### src/rtl/fcl_pkg.sv
// ----------------------------------------------------------------------------
// fcl_pkg
// Shared types and constants of the fault change logger: transaction structs,
// operation codes, chain commands and storage sizes.
// ----------------------------------------------------------------------------
package fcl_pkg;

  localparam int FLAG_BYTES = 16;
  localparam int ACTIVE_CAP = 128;
  localparam int ACT_AW     = $clog2(ACTIVE_CAP);
  localparam int LOG_DEPTH  = 32;
  localparam int LOG_AW     = $clog2(LOG_DEPTH);
  localparam int CODE_W     = 7;
  localparam int CMP_W      = 16;

  localparam logic [1:0] OP_UPDATE      = 2'd0;
  localparam logic [1:0] OP_READ_ACTIVE = 2'd1;
  localparam logic [1:0] OP_READ_LOG    = 2'd2;

  typedef enum logic [1:0] {
    CHAIN_APPEND,
    CHAIN_REMOVE,
    CHAIN_READ
  } chain_op_t;

  typedef struct packed {
    logic [1:0] operation;
    logic [3:0] byte_sel;
    logic [7:0] byte_value;
    logic [7:0] query_index;
  } item_t;

  typedef struct packed {
    logic [6:0] fault_code;
    logic       occurred;
    logic       valid_res;
    logic       last;
    logic [4:0] log_position;
    logic [7:0] active_count;
  } result_t;

  typedef struct packed {
    logic                start;
    chain_op_t           op;
    logic [CODE_W-1:0]   key;
    logic [ACT_AW-1:0]   target;
  } chain_cmd_t;

  typedef struct packed {
    logic                done;
    logic [ACT_AW:0]     total;
    logic [CODE_W-1:0]   rdata;
  } chain_stat_t;

endpackage

### src/rtl/fcl_cell.sv
// ----------------------------------------------------------------------------
// fcl_cell
// One slot of the active fault list: holds a fault code and loads the code
// of its neighbor while the chain advances.
// ----------------------------------------------------------------------------
module fcl_cell (
  input  logic                      clk,
  input  logic                      shift,
  input  logic [fcl_pkg::CODE_W-1:0] d,
  output logic [fcl_pkg::CODE_W-1:0] q
);

  logic [fcl_pkg::CODE_W-1:0] code;

  always_ff @(posedge clk) begin
    if (shift) begin
      code <= d;
    end
  end

  assign q = code;

endmodule

### src/rtl/fcl_chain.sv
// ----------------------------------------------------------------------------
// fcl_chain
// Active fault list as a ring of cells. A pass rotates the ring once around;
// the tail feed inserts an appended code, skips a removed one, and the head
// is sampled for a positional read.
// ----------------------------------------------------------------------------
module fcl_chain (
  input  logic                 clk,
  input  logic                 rst,
  input  fcl_pkg::chain_cmd_t  cmd,
  output fcl_pkg::chain_stat_t stat
);

  localparam int CAP = fcl_pkg::ACTIVE_CAP;
  localparam int AW  = fcl_pkg::ACT_AW;
  localparam int CW  = fcl_pkg::CODE_W;

  logic [CW-1:0] cell_q [CAP];
  logic [CW-1:0] cell_d [CAP];

  logic                running;
  logic                done;
  logic [AW-1:0]       step;
  logic [AW:0]         total;
  logic                dropped;
  fcl_pkg::chain_op_t  op;
  logic [CW-1:0]       key;
  logic [AW-1:0]       target;
  logic [CW-1:0]       rdata;

  logic [CW-1:0] head;
  logic [CW-1:0] second;
  logic [CW-1:0] feed;
  logic          in_list;
  logic          hit;

  assign head    = cell_q[0];
  assign second  = cell_q[1];
  assign in_list = {1'b0, step} < total;
  assign hit     = (op == fcl_pkg::CHAIN_REMOVE) && !dropped && in_list && (head == key);

  always_comb begin
    case (op)
      fcl_pkg::CHAIN_APPEND: feed = ({1'b0, step} == total) ? key : head;
      fcl_pkg::CHAIN_REMOVE: feed = (dropped || hit) ? second : head;
      default:               feed = head;
    endcase
  end

  for (genvar i = 0; i < CAP; i++) begin : g_cell
    if (i == CAP - 1) begin : g_tail
      assign cell_d[i] = feed;
    end else begin : g_body
      assign cell_d[i] = cell_q[i+1];
    end
    fcl_cell u_cell (
      .clk   (clk),
      .shift (running),
      .d     (cell_d[i]),
      .q     (cell_q[i])
    );
  end

  always_ff @(posedge clk) begin
    if (rst) begin
      running <= 1'b0;
      done    <= 1'b0;
      total   <= '0;
      dropped <= 1'b0;
      step    <= '0;
    end else begin
      done <= 1'b0;
      if (!running && cmd.start) begin
        running <= 1'b1;
        step    <= '0;
        dropped <= 1'b0;
      end else if (running) begin
        step <= step + 1'b1;
        if (hit) begin
          dropped <= 1'b1;
        end
        if (step == AW'(CAP - 1)) begin
          running <= 1'b0;
          done    <= 1'b1;
          case (op)
            fcl_pkg::CHAIN_APPEND: begin
              if (total < (AW+1)'(CAP)) begin
                total <= total + 1'b1;
              end
            end
            fcl_pkg::CHAIN_REMOVE: begin
              if (dropped || hit) begin
                total <= total - 1'b1;
              end
            end
            default: begin
            end
          endcase
        end
      end
    end
  end

  always_ff @(posedge clk) begin
    if (!running && cmd.start) begin
      op     <= cmd.op;
      key    <= cmd.key;
      target <= cmd.target;
    end
    if (running && (op == fcl_pkg::CHAIN_READ) && (step == target)) begin
      rdata <= head;
    end
  end

  assign stat.done  = done;
  assign stat.total = total;
  assign stat.rdata = rdata;

endmodule

### src/rtl/fault_change_logger_top.sv
// ----------------------------------------------------------------------------
// fault_change_logger_top
// Watches 128 fault flags updated a byte at a time, reports each changed flag
// as an event, keeps an ordered active fault list and a wrapping event log,
// and answers positional reads of either.
//
// Channel   Signals                    Transfer
// input     start, busy, item          start high while busy low
// result    result_valid, result       one cycle per result, no stall
//
// An update with no changed bit passes the scan state and returns to idle.
// Each changed bit then passes a scan state, one full rotation of the 128-cell
// active list and the done strobe (a set flag with the list full skips both).
// An active read waits on the same rotation, a log read on the log RAM port,
// a read past the end on neither; busy drops as the last result is shown.
// Reset (rst, synchronous) clears the flag bytes, list count, log index and
// wrap flag; list cells and log contents are not cleared.
// ----------------------------------------------------------------------------
module fault_change_logger_top (
  input  logic             clk,
  input  logic             rst,
  input  logic             start,
  input  fcl_pkg::item_t   item,
  output logic             busy,
  output logic             result_valid,
  output fcl_pkg::result_t result
);

  localparam int AW  = fcl_pkg::LOG_AW;
  localparam int DEP = fcl_pkg::LOG_DEPTH;
  localparam int CW  = fcl_pkg::CODE_W;
  localparam int XW  = fcl_pkg::CMP_W;

  typedef enum logic [2:0] {
    S_IDLE,
    S_SCAN,
    S_EVENT,
    S_ACTIVE,
    S_LOGRD
  } state_t;

  state_t state;

  logic [7:0]   prev_flags [fcl_pkg::FLAG_BYTES];
  logic [7:0]   diff;
  logic [7:0]   value;
  logic [3:0]   byte_idx;
  logic [CW-1:0] ev_code_r;
  logic         ev_occ_r;
  logic [AW-1:0] wr_idx;
  logic         wrapped;

  logic [7:0]   log_mem [DEP];
  logic [7:0]   log_rd;

  fcl_pkg::chain_cmd_t  cmd;
  fcl_pkg::chain_stat_t stat;

  logic          accept;
  logic [2:0]    ev_bit;
  logic [CW-1:0] ev_code;
  logic          ev_occ;
  logic [7:0]    diff_left;
  logic          ev_pass;
  logic          log_we;
  logic [AW-1:0] wr_next;
  logic          wrap_now;
  logic [AW:0]   held;
  logic          log_hit;
  logic [AW:0]   log_sum;
  logic [AW-1:0] log_addr;
  logic          log_re;
  logic          act_hit;

  assign busy   = (state != S_IDLE);
  assign accept = start && !busy;

  always_comb begin
    ev_bit = 3'd0;
    for (int i = 7; i >= 0; i--) begin
      if (diff[i]) begin
        ev_bit = 3'(i);
      end
    end
  end

  assign ev_code   = {byte_idx, ev_bit};
  assign ev_occ    = value[ev_bit];
  assign diff_left = diff & ~(8'd1 << ev_bit);
  assign ev_pass   = !ev_occ || (stat.total < (fcl_pkg::ACT_AW+1)'(fcl_pkg::ACTIVE_CAP));
  assign log_we    = (state == S_SCAN) && (diff != 8'd0);
  assign wrap_now  = (wr_idx == AW'(DEP - 1));
  assign wr_next   = wrap_now ? '0 : wr_idx + 1'b1;

  assign held     = wrapped ? (AW+1)'(DEP) : {1'b0, wr_idx};
  assign log_hit  = XW'(item.query_index) < XW'(held);
  assign log_sum  = {1'b0, wr_idx} + (AW+1)'(DEP - 1) - {1'b0, AW'(item.query_index)};
  assign log_addr = (log_sum >= (AW+1)'(DEP)) ? AW'(log_sum - (AW+1)'(DEP)) : AW'(log_sum);
  assign log_re   = accept && (item.operation == fcl_pkg::OP_READ_LOG) && log_hit;
  assign act_hit  = XW'(item.query_index) < XW'(stat.total);

  always_comb begin
    cmd.start  = 1'b0;
    cmd.op     = fcl_pkg::CHAIN_READ;
    cmd.key    = ev_code;
    cmd.target = fcl_pkg::ACT_AW'(stat.total - 8'd1 - item.query_index);
    if (log_we) begin
      cmd.start = ev_pass;
      cmd.op    = ev_occ ? fcl_pkg::CHAIN_APPEND : fcl_pkg::CHAIN_REMOVE;
    end else if (accept && (item.operation == fcl_pkg::OP_READ_ACTIVE) && act_hit) begin
      cmd.start = 1'b1;
    end
  end

  fcl_chain u_chain (
    .clk  (clk),
    .rst  (rst),
    .cmd  (cmd),
    .stat (stat)
  );

  always_ff @(posedge clk) begin
    if (log_we) begin
      log_mem[wr_idx] <= {ev_occ, ev_code};
    end
    if (log_re) begin
      log_rd <= log_mem[log_addr];
    end
  end

  always_ff @(posedge clk) begin
    if (rst) begin
      state        <= S_IDLE;
      result_valid <= 1'b0;
      wr_idx       <= '0;
      wrapped      <= 1'b0;
      diff         <= 8'd0;
      for (int i = 0; i < fcl_pkg::FLAG_BYTES; i++) begin
        prev_flags[i] <= 8'd0;
      end
    end else begin
      result_valid <= 1'b0;
      case (state)
        S_IDLE: begin
          if (accept) begin
            case (item.operation)
              fcl_pkg::OP_UPDATE: begin
                if (XW'(item.byte_sel) < XW'(fcl_pkg::FLAG_BYTES)) begin
                  prev_flags[item.byte_sel] <= item.byte_value;
                  diff     <= prev_flags[item.byte_sel] ^ item.byte_value;
                  value    <= item.byte_value;
                  byte_idx <= item.byte_sel;
                  state    <= S_SCAN;
                end
              end
              fcl_pkg::OP_READ_ACTIVE: begin
                if (act_hit) begin
                  state <= S_ACTIVE;
                end else begin
                  result_valid        <= 1'b1;
                  result.fault_code   <= '0;
                  result.occurred     <= 1'b0;
                  result.valid_res    <= 1'b0;
                  result.last         <= 1'b1;
                  result.log_position <= 5'(wr_idx);
                  result.active_count <= 8'(stat.total);
                end
              end
              fcl_pkg::OP_READ_LOG: begin
                if (log_hit) begin
                  state <= S_LOGRD;
                end else begin
                  result_valid        <= 1'b1;
                  result.fault_code   <= '0;
                  result.occurred     <= 1'b0;
                  result.valid_res    <= 1'b0;
                  result.last         <= 1'b1;
                  result.log_position <= 5'(wr_idx);
                  result.active_count <= 8'(stat.total);
                end
              end
              default: begin
              end
            endcase
          end
        end
        S_SCAN: begin
          if (diff == 8'd0) begin
            state <= S_IDLE;
          end else begin
            wr_idx    <= wr_next;
            if (wrap_now) begin
              wrapped <= 1'b1;
            end
            diff      <= diff_left;
            ev_code_r <= ev_code;
            ev_occ_r  <= ev_occ;
            if (ev_pass) begin
              state <= S_EVENT;
            end else begin
              result_valid        <= 1'b1;
              result.fault_code   <= ev_code;
              result.occurred     <= ev_occ;
              result.valid_res    <= 1'b1;
              result.last         <= (diff_left == 8'd0);
              result.log_position <= 5'(wr_next);
              result.active_count <= 8'(stat.total);
              state               <= (diff_left == 8'd0) ? S_IDLE : S_SCAN;
            end
          end
        end
        S_EVENT: begin
          if (stat.done) begin
            result_valid        <= 1'b1;
            result.fault_code   <= ev_code_r;
            result.occurred     <= ev_occ_r;
            result.valid_res    <= 1'b1;
            result.last         <= (diff == 8'd0);
            result.log_position <= 5'(wr_idx);
            result.active_count <= 8'(stat.total);
            state               <= (diff == 8'd0) ? S_IDLE : S_SCAN;
          end
        end
        S_ACTIVE: begin
          if (stat.done) begin
            result_valid        <= 1'b1;
            result.fault_code   <= stat.rdata;
            result.occurred     <= 1'b1;
            result.valid_res    <= 1'b1;
            result.last         <= 1'b1;
            result.log_position <= 5'(wr_idx);
            result.active_count <= 8'(stat.total);
            state               <= S_IDLE;
          end
        end
        S_LOGRD: begin
          result_valid        <= 1'b1;
          result.fault_code   <= log_rd[CW-1:0];
          result.occurred     <= log_rd[7];
          result.valid_res    <= 1'b1;
          result.last         <= 1'b1;
          result.log_position <= 5'(wr_idx);
          result.active_count <= 8'(stat.total);
          state               <= S_IDLE;
        end
        default: begin
          state <= S_IDLE;
        end
      endcase
    end
  end

  a_done_in_wait: assert property (@(posedge clk) disable iff (rst)
    stat.done |-> (state == S_EVENT || state == S_ACTIVE))
    else $error("chain pass ended outside a wait state");

  a_count_bound: assert property (@(posedge clk) disable iff (rst)
    stat.total <= (fcl_pkg::ACT_AW+1)'(fcl_pkg::ACTIVE_CAP))
    else $error("active count above list capacity");

  a_wrap_index: assert property (@(posedge clk) disable iff (rst)
    $rose(wrapped) |-> (wr_idx == '0))
    else $error("log wrap flag set away from index zero");

  a_no_start_busy: assert property (@(posedge clk) disable iff (rst)
    cmd.start |-> !$past(cmd.start) && !stat.done)
    else $error("chain pass issued while a pass is pending");

endmodule
### config.mk
export PLATFORM = sky130hd
export DESIGN_NAME = fault_change_logger_top
export DESIGN_NICKNAME = d
export VERILOG_FILES = /design/src/rtl/fcl_pkg.sv /design/src/rtl/fcl_cell.sv /design/src/rtl/fcl_chain.sv /design/src/rtl/fault_change_logger_top.sv
export SDC_FILE = /design/constraint.sdc
export NUM_CORES = 1
export LEC_CHECK = 0
export BUFFER_PORTS_ARGS = -buffer_cell sky130_fd_sc_hd__buf_2
export CAP_MARGIN = 25
export CORE_ASPECT_RATIO = 0.6
export CORE_UTILIZATION = 62
export DETAILED_ROUTE_END_ITERATION = 12
export PLACE_DENSITY = 0.82
export SLEW_MARGIN = 25
export SYNTH_ARGS = -nofsm -noshare
export SYNTH_HDL_FRONTEND = slang
export SYNTH_SLANG_ARGS = --single-unit
export TNS_END_PERCENT = 10
### constraint.sdc
create_clock -name clk -period 28.6 [get_ports clk]
set_input_delay 4.29 -clock clk [delete_from_list [all_inputs] [get_ports clk]]
set_output_delay 4.29 -clock clk [all_outputs]
set_load 0.05 [all_outputs]
==> reports/qor.txt <==
Status -> complete, no violations
Startpoint types -> primary input
Top area cells in the synthesized netlist -> edfxtp_1, mux4_2, and2_1
Hold WC Path Type -> register to register
Area share of the largest cell type after synthesis -> 0.8307
Initial Util -> 0.6292
Main flop type after synthesis -> edfxtp_1
Routed vias/inst -> 6.121
Die Y -> 219.6 um
Worst Tran Pin Value -> 1175 ps
Footprint of the multi-input gates -> 0.007211 mm2
Final worst path period need -> 6998 ps
Synth async-reset ratio -> 0
Power Total -> 4012 uW
GRT overflow -> 0
Setup crit end -> log_rd[7]$_DFFE_PP_
Worst Path Arrival -> 7440 ps
Critical R2R Capture -> log_rd[7]$_DFFE_PP_
Longest Clk Path Bufs -> 3
Critical Path, Cell by Cell -> buf_2 -> inv_1 -> ha_4 -> inv_1 -> fa_4 -> mux4_2 -> mux4_2 -> mux2_2
Initial antenna violation count -> 3
IO Pins -> 50
# rows -> 79
Clock latency on the worst-skew pair -> 700 ps
LEAKAGE -> 0.01547 uW
Post-cts sizing count -> 0
Vias in the first global route -> 21670
Crit path kind -> primary input to register
Routed wire length -> 91360 um
Final worst setup slack -> 21600 ps
H-tree depth -> 3
Final antenna-violating net count -> 0
YS warnings -> 0
Post-CTS Setup Bufs -> 0
Commonest cells after routing, fill and taps aside -> edfxtp_1, and2_1, mux4_2, clkbuf_16, nor2_1
Critical-path maximum fanout -> 64
Post-synth cell types -> 80
Slew HR -> 0.2138
CTS tree -> built
Critical-path top delay cell -> fa_4
Netlist Area Pre-Place -> 0.04894 mm2
Post-synth EDFFs -> 1354
Synth Instances -> 2276
Die ar. -> 0.08011 mm2
R2R Setup Slk -> 24800 ps
Crit path buf inv count -> 3
Register area -> 0.04138 mm2
HPWL after detailed placement -> 48070 um
CTS Buf Count -> 112
RSZ-0062 raised after global routing -> false
Worst path depth -> 8
Fillers -> 4509
GRT Overall Usage -> 0.2344
Max-slew violation count -> 0
Synth area leader -> edfxtp_1
Worst reg2reg startpoint -> wr_idx[0]$_SDFFE_PP0P_
DR pass1 iterations -> 6
Ratio of cells with drive above 1 in the final layout -> 0.1749
Peak supply drop -> 0.00004915 V
Mapped Nets -> 2345
Critical path endpoint category -> register
Vias post-DR -> 21810
Fin crit share -> 0.2447
Critical path's top delay family -> adder cells
Final setup vio count -> 0
First-pass GRT wire length -> 136600 um
Seq cells post-synth -> 1390
Fin. Hold Viols -> 0
Largest net degree at the start of global routing -> 103
Die width -> 364.7 um
Core area -> 0.07779 mm2
Peak Freq -> 0.1429 GHz
Max Cap Viol -> 0
Sequential area share after synthesis -> 0.8454
Cells on worst reg2reg path -> 6
Worst Skew -> 21.09 ps
IO buf count -> 49
Drt wl/cell -> 25.64 um
Residual DRC -> 0
Synth Area per Inst -> 21.50 um2
Critical Path Start -> item[0]
Most common cell after layout, fill and taps aside -> edfxtp_1
Layout Nets -> 2486
Clock root buffer -> clkbuf_16
Setup TNS -> 0 ps
CTS clk-pin slew, worst paths -> 60 ps
Clock Sink Count -> 1390
Post-place setup slack -> 20910 ps
Routability cong. -> 0.8859
Area Growth Syn to Fin -> 11.06%
Number of DRC violations after detailed-routing iteration 0 -> 3190
Crit-path max cell delay -> 1440 ps
Cell area power density -> 73.81 mW/mm2
Worst Path Required -> 29040 ps
CTS Hold Buffers Added -> 0
==> sequential cells by signal (all words and copies together) (netlist names), 3 cells and up <==
signal and flops:
log_rd 8, state 3, value 8, prev_flags 128
u_chain.target 7, byte_idx 4, diff 8, wr_idx 5
u_chain.step 7, ev_code_r 7, result 23, u_chain.g_cell.u_cell.q 896
log_mem 256, u_chain.key 7, u_chain.total 8, u_chain.rdata 7
==> cells in the mapped netlist, types with 7 or more instances <==
library cell / n
a21oi_1: 40
a22oi_1: 7
and2_1: 131
and3_1: 8
buf_2: 14
clkbuf_1: 37
dfxtp_1: 36
edfxtp_1: 1354
ha_1: 42
inv_1: 39
mux2_2: 15
mux2i_1: 8
mux4_2: 120
nand2_1: 53
nand2b_1: 8
nand3_1: 17
nand4_1: 10
nor2_1: 86
nor3_1: 20
o21ai_0: 50
o22ai_1: 10
xnor2_1: 29
xor2_1: 17
==> stage by stage <==
stage	utilization	hold WS, ps	std cells	cell area [um2]
floorplan	-	400.3	2276	48940
global placement	0.6490	400.6	3348	50490
detailed placement	0.6501	404.5	3354	50570
CTS	0.6979	405.8	3561	54290
global route	0.6987	419.1	3563	54350
finish	0.6987	398.7	3564	54360
==> per-layer routing <==
layer  wire, um  vias to the layer above  share of wire  global-route usage
met5          0                        -              0                   0
met4       2093                        0          0.023             0.06401
met3       9369                      188           0.10             0.06148
met2      42010                     1217           0.46              0.3551
met1      37890                    11100           0.41              0.3435
li1           -                     9307              -                   -
==> report_power, final <==
part / leakage, uW / internal, uW / total [uW] / switching [uW]
logic: 0.00289 / 47.6 / 152 / 104
registers: 0.0108 / 2270 / 2280 / 14.5
clock network: 0.00181 / 864 / 1580 / 713
==> worst min-delay path by stage <==
stage / depth (start not counted) / endpoint / from
final: 0 / u_chain.g_cell[5].u_cell.q[2]$_DFFE_PP_ / u_chain.g_cell[6].u_cell.q[2]$_DFFE_PP_
after global routing: 0 / u_chain.g_cell[113].u_cell.q[4]$_DFFE_PP_ / u_chain.g_cell[114].u_cell.q[4]$_DFFE_PP_
after CTS: 0 / u_chain.g_cell[5].u_cell.q[2]$_DFFE_PP_ / u_chain.g_cell[6].u_cell.q[2]$_DFFE_PP_
after detailed placement: 0 / u_chain.g_cell[125].u_cell.q[6]$_DFFE_PP_ / u_chain.g_cell[126].u_cell.q[6]$_DFFE_PP_
after global placement: 0 / u_chain.g_cell[10].u_cell.q[3]$_DFFE_PP_ / u_chain.g_cell[11].u_cell.q[3]$_DFFE_PP_
after floorplan: 0 / u_chain.g_cell[100].u_cell.q[0]$_DFFE_PP_ / u_chain.g_cell[101].u_cell.q[0]$_DFFE_PP_
==> cell type report <==
class                           count  area share
Sequential cell                  1390      0.7613
Multi-Input combinational cell    785      0.1327
Clock buffer                      134     0.05386
Tap cell                         1053     0.02424
Clock inverter                     73     0.01466
Timing Repair Buffer               86     0.01029
Inverter                           42    0.002900
Antenna cell                        1  0.00004604
==> cell families (layout without fill, tap and decap cells) <==
group,Yosys count,after routing,share of synthesized area
muxes,143,143,0.06030
DFF,1390,1390,0.8454
buffers and inverters,101,335,0.008922
AOI/OAI and AO/OA,174,174,0.02406
other,0,1,0
adders and majority gates,44,44,0.01155
xor gates and xnor gates,46,46,0.008231
and+or+nand+nor,378,378,0.04149
Note: power is estimated with default switching activity, not from simulation.
